### config.mk
export PLATFORM = sky130hd
export DESIGN_NAME = gsps_edge_div
export DESIGN_NICKNAME = d
export VERILOG_FILES = /design/src/sv/gsps_pkg.sv /design/src/sv/gsps_edge_div.sv
export SDC_FILE = /design/constraint.sdc
export NUM_CORES = 1
export LEC_CHECK = 0
export BUFFER_PORTS_ARGS = -buffer_cell sky130_fd_sc_hd__buf_2
export CAP_MARGIN = 20
export CORE_UTILIZATION = 54
export CTS_BUF_LIST = sky130_fd_sc_hd__clkbuf_4 sky130_fd_sc_hd__clkbuf_8
export DETAILED_ROUTE_END_ITERATION = 10
export GPL_TIMING_DRIVEN = 1
export PLACE_DENSITY = 0.87
export SYNTH_ARGS = -nofsm -noshare
export SYNTH_HDL_FRONTEND = slang
export SYNTH_SLANG_ARGS = --single-unit
### constraint.sdc
create_clock -name clk -period 3.6 [get_ports clk]
set_input_delay 0.18 -clock clk [delete_from_list [all_inputs] [get_ports clk]]
set_output_delay 0.18 -clock clk [all_outputs]
set_load 0.05 [all_outputs]
### src/sv/gsps_pkg.sv
package gsps_pkg;

    localparam int DEF_MAX_COLS    = 64;
    localparam int DEF_MAX_ROWS    = 64;
    localparam int DEF_CELL_SIZE   = 16;
    localparam int DEF_SCALE_SHIFT = 8;

    // grid count width, holds up to 511
    localparam int GRID_W = 9;

    localparam logic [6:0] GRID_RESET = 7'd64;

    // register indexes on the config port
    localparam logic [1:0] REG_ORIGIN_LEFT = 2'd0;
    localparam logic [1:0] REG_ORIGIN_TOP  = 2'd1;
    localparam logic [1:0] REG_GRID_COLS   = 2'd2;
    localparam logic [1:0] REG_GRID_ROWS   = 2'd3;

    localparam logic OP_CLEAR = 1'b0;
    localparam logic OP_PLACE = 1'b1;

    localparam logic [1:0] OUT_FREE    = 2'd0;
    localparam logic [1:0] OUT_MOVED   = 2'd1;
    localparam logic [1:0] OUT_NOFIT   = 2'd2;
    localparam logic [1:0] OUT_CLEARED = 2'd3;

    typedef struct packed {
        logic rd;
        logic wr;
        logic clr;
    } gsps_mem_ctl_t;

endpackage

### src/sv/gsps_edge_div.sv
module gsps_edge_div #(
    parameter int CELL_SIZE = gsps_pkg::DEF_CELL_SIZE
) (
    input  logic               clk,
    input  logic signed [15:0] pix,
    output logic signed [15:0] quot
);

    // floor(n / C) = (n * M) >> SH for n < 2^16
    localparam int              SH    = 16 + $clog2(CELL_SIZE);
    localparam longint unsigned RECIP = ((64'd1 << SH) + CELL_SIZE - 1) / CELL_SIZE;

    logic [16:0] mag;
    logic [17:0] recip;
    logic [34:0] prod_reg;
    logic        neg_reg;
    logic [15:0] quo;

    assign recip = 18'(RECIP);
    assign mag   = pix[15] ? (17'd0 - {pix[15], pix}) : {1'b0, pix};

    always_ff @(posedge clk)
    begin
        prod_reg <= 35'(mag) * 35'(recip);
        neg_reg  <= pix[15];
    end

    // truncate toward zero: divide magnitude, restore sign
    assign quo  = 16'(prod_reg >> SH);
    assign quot = neg_reg ? $signed(16'd0 - quo) : $signed(quo);

endmodule

==> out/qor.csv <==
stage;metric;value;unit
run_status;status;completed;
hold_path;Hold Crit Class;in -> reg;
power_and_ir_drop;Comb power frac;0.415;
timing;hold_ws;0.121;ns
yosys;post-synthesis cell area;877;sq um
clock_network;CTS Hold Bufs;0;
yosys;ys async rst share;0;
clock_network;H-tree depth;1;
floorplanning;initial core utilization;0.582;
yosys;ys flop type;dfxtp_1;
yosys;Synth top area share;0.320;
yosys;Synthesis Warnings;0;
setup_path;WP data arrival;2.19;ns
yosys;count of different cell masters after synthesis;24;
route;drt pass-1 iters;4;
global_route;Congestion Overflow GR;0;
yosys;Post-Syn Instances;89;
setup_path;Critical Path Max Stage Delay;0.51;ns
setup_path;Worst Setup Start Kind;register;
power_and_ir_drop;Net Sw Frac;0.408;
timing;Final period util;0.658;
placement;Placement Setup Slack;1.50;ns
setup_path;worst-path maximum fanout;5;
floorplanning;die width;42.3;um
floorplanning;overall die height;42.3;um
route;vias after detailed routing;715;
floorplanning;CORE AREA;1510;sq um
global_route;initial antenna violation count;0;
power_and_ir_drop;clock share of power;0.174;
setup_path;Worst EP required;3.42;ns
finish;nets;136;
placement;Cells after DPL;129;
run;max_cap viols;0;
route;WL final;1500;um
clock_network;total clock sinks;14;
route;drt via density;5.42;
power_and_ir_drop;switching power total;182;uW
floorplanning;I/O pin total;33;
timing;RSZ-0062 raised after global routing;no;
power_and_ir_drop;Tot Pwr;446;uW
finish;share of cells above drive strength 1;0.405;
clock_network;post-cts repair resize count;0;
floorplanning;Rows;14;
finish;Post-Layout Cell Count;132;
finish;multi-input logic area;546;sq um
setup_path;Critical Path Slowest Stage Cell;or3b_2;
global_route;largest net degree at the start of global routing;15;
global_route;gr usage total;0.182;
placement;GP Congestion;0.865;
clock_network;Reg clk slew, reported paths;0.07;ns
power_and_ir_drop;Internal;264;uW
route;First DRT Iteration DRCs;7;
finish;P&R area growth vs syn;18.1;%
yosys;syn nets;107;
yosys;area leader, netlist;dfxtp_1;
yosys;ranking of synthesized cells by area;dfxtp_1 (32%), xnor2_1 (22%), o41ai_2 (11%);
route;DRC Markers;0;
finish;Final Util;0.688;
route;Routed wire per std cell;11.4;um
timing;final count of hold timing violations;0;
power_and_ir_drop;PD cells;430;nW/um^2
yosys;syn_area_per_cell;9.85;sq um
setup_path;crit-path cells;inv_1 -> ha_1 -> or3b_2 -> o41ai_1 -> xnor2_1 -> buf_2;
finish;final instance area;1040;sq um
clock_network;Num CTS Buffers;3;
yosys;sequential fraction of the synthesis area;0.320;
route;antenna viol nets, final;0;
finish;Largest register FFs;13;
setup_path;Critical Path Sink Type;output port;
timing;Final TNS setup;0;ns
clock_network;maximum clock insertion buffer count;2;
clock_network;TritonCTS clock tree;done;
global_route;vias in the first global route;624;
timing;Setup violations, final;0;
yosys;top-count cell post-synth;xnor2_1;
finish;# diodes;0;
finish;number of fill cells;140;
global_route;first-pass GRT wire length;2500;um
timing;Slew Viols, Final;0;
yosys;Post-synth EDFFs;0;
placement;Placed Area;1010;sq um
power_and_ir_drop;Reg power frac;0.411;
timing;FMAX;422;MHz
placement;PortBufs;32;
finish;Sequential Area;280;sq um
floorplanning;die area;1790;sq um
clock_network;setup bufs post-CTS;0;
setup_path;critical path class;reg -> out;
timing;min Tclk post-route;2.37;ns
yosys;commonest cells in the netlist;xnor2_1 (22), dfxtp_1 (14), o31ai_1 (6), o41ai_2 (6);
timing;crit path setup slack, layout;1.23;ns
power_and_ir_drop;Leakage;0.414;nW
power_and_ir_drop;VDD IR max;0.197;mV
clock_network;Root Driver;clkbuf_4;
yosys;#FFs+latches synth;14;
[metal layers]
| metal | routed length (um) | part of all wire | track usage |
|---|---|---|---|
| met3 | 92 | 0.061 | 0.0302 |
| met2 | 734 | 0.49 | 0.314 |
| met4 | 19 | 0.013 | 0.113 |
| met1 | 656 | 0.44 | 0.208 |
| met5 | 0 | 0 | 0 |
[final timing paths]
kind	from	to	depth (start not counted)
max	prod_reg[20]$_DFF_P_	quot[12]	6
min	pix[12]	prod_reg[28]$_DFF_P_	2
[worst max-delay path: cells and delay by family, from the launching register on]
family | cells | cell delay (ns)
simple gates | 1 | 0.51
compound gates | 1 | 0.45
buf+inv | 2 | 0.34
flops | 1 | 0.33
xor+xnor | 1 | 0.16
fa+ha+maj | 1 | 0.15
[cell usage in the layout (no fill, tap or decap), types with 3 or more instances in the layout]
master	count
xnor2_1	22
o41ai_1	4
or2_2	3
o31ai_1	6
buf_2	32
clkbuf_4	3
or3_1	4
dfxtp_1	14
nand2_1	3
o21ai_0	4
o41ai_2	6
or4_1	3
[layout make-up]
class / count / area share
clock buffer: 3 / 0.0217
inverter: 2 / 0.00725
multi-input combinational: 65 / 0.527
sequential: 14 / 0.271
tap: 16 / 0.0193
timing repair buffer: 32 / 0.155
[kinds of logic after synthesis]
kind of cell,share of synthesized area
xor+xnor,0.220
compound gates,0.234
simple gates,0.150
flops,0.320
buf+inv,0.0585
fa+ha+maj,0.0143
other cells,0.00428
[power groups by stage]
stage                     sequential (mW)  clock, mW  combinational (mW)
final                               0.183     0.0776               0.185
after CTS                           0.183     0.0823               0.186
after global routing                0.185     0.0873               0.195
after floorplan                     0.183          0               0.150
after detailed placement            0.187          0               0.186
after global placement              0.186          0               0.182
(Power assumes the default switching activity.)
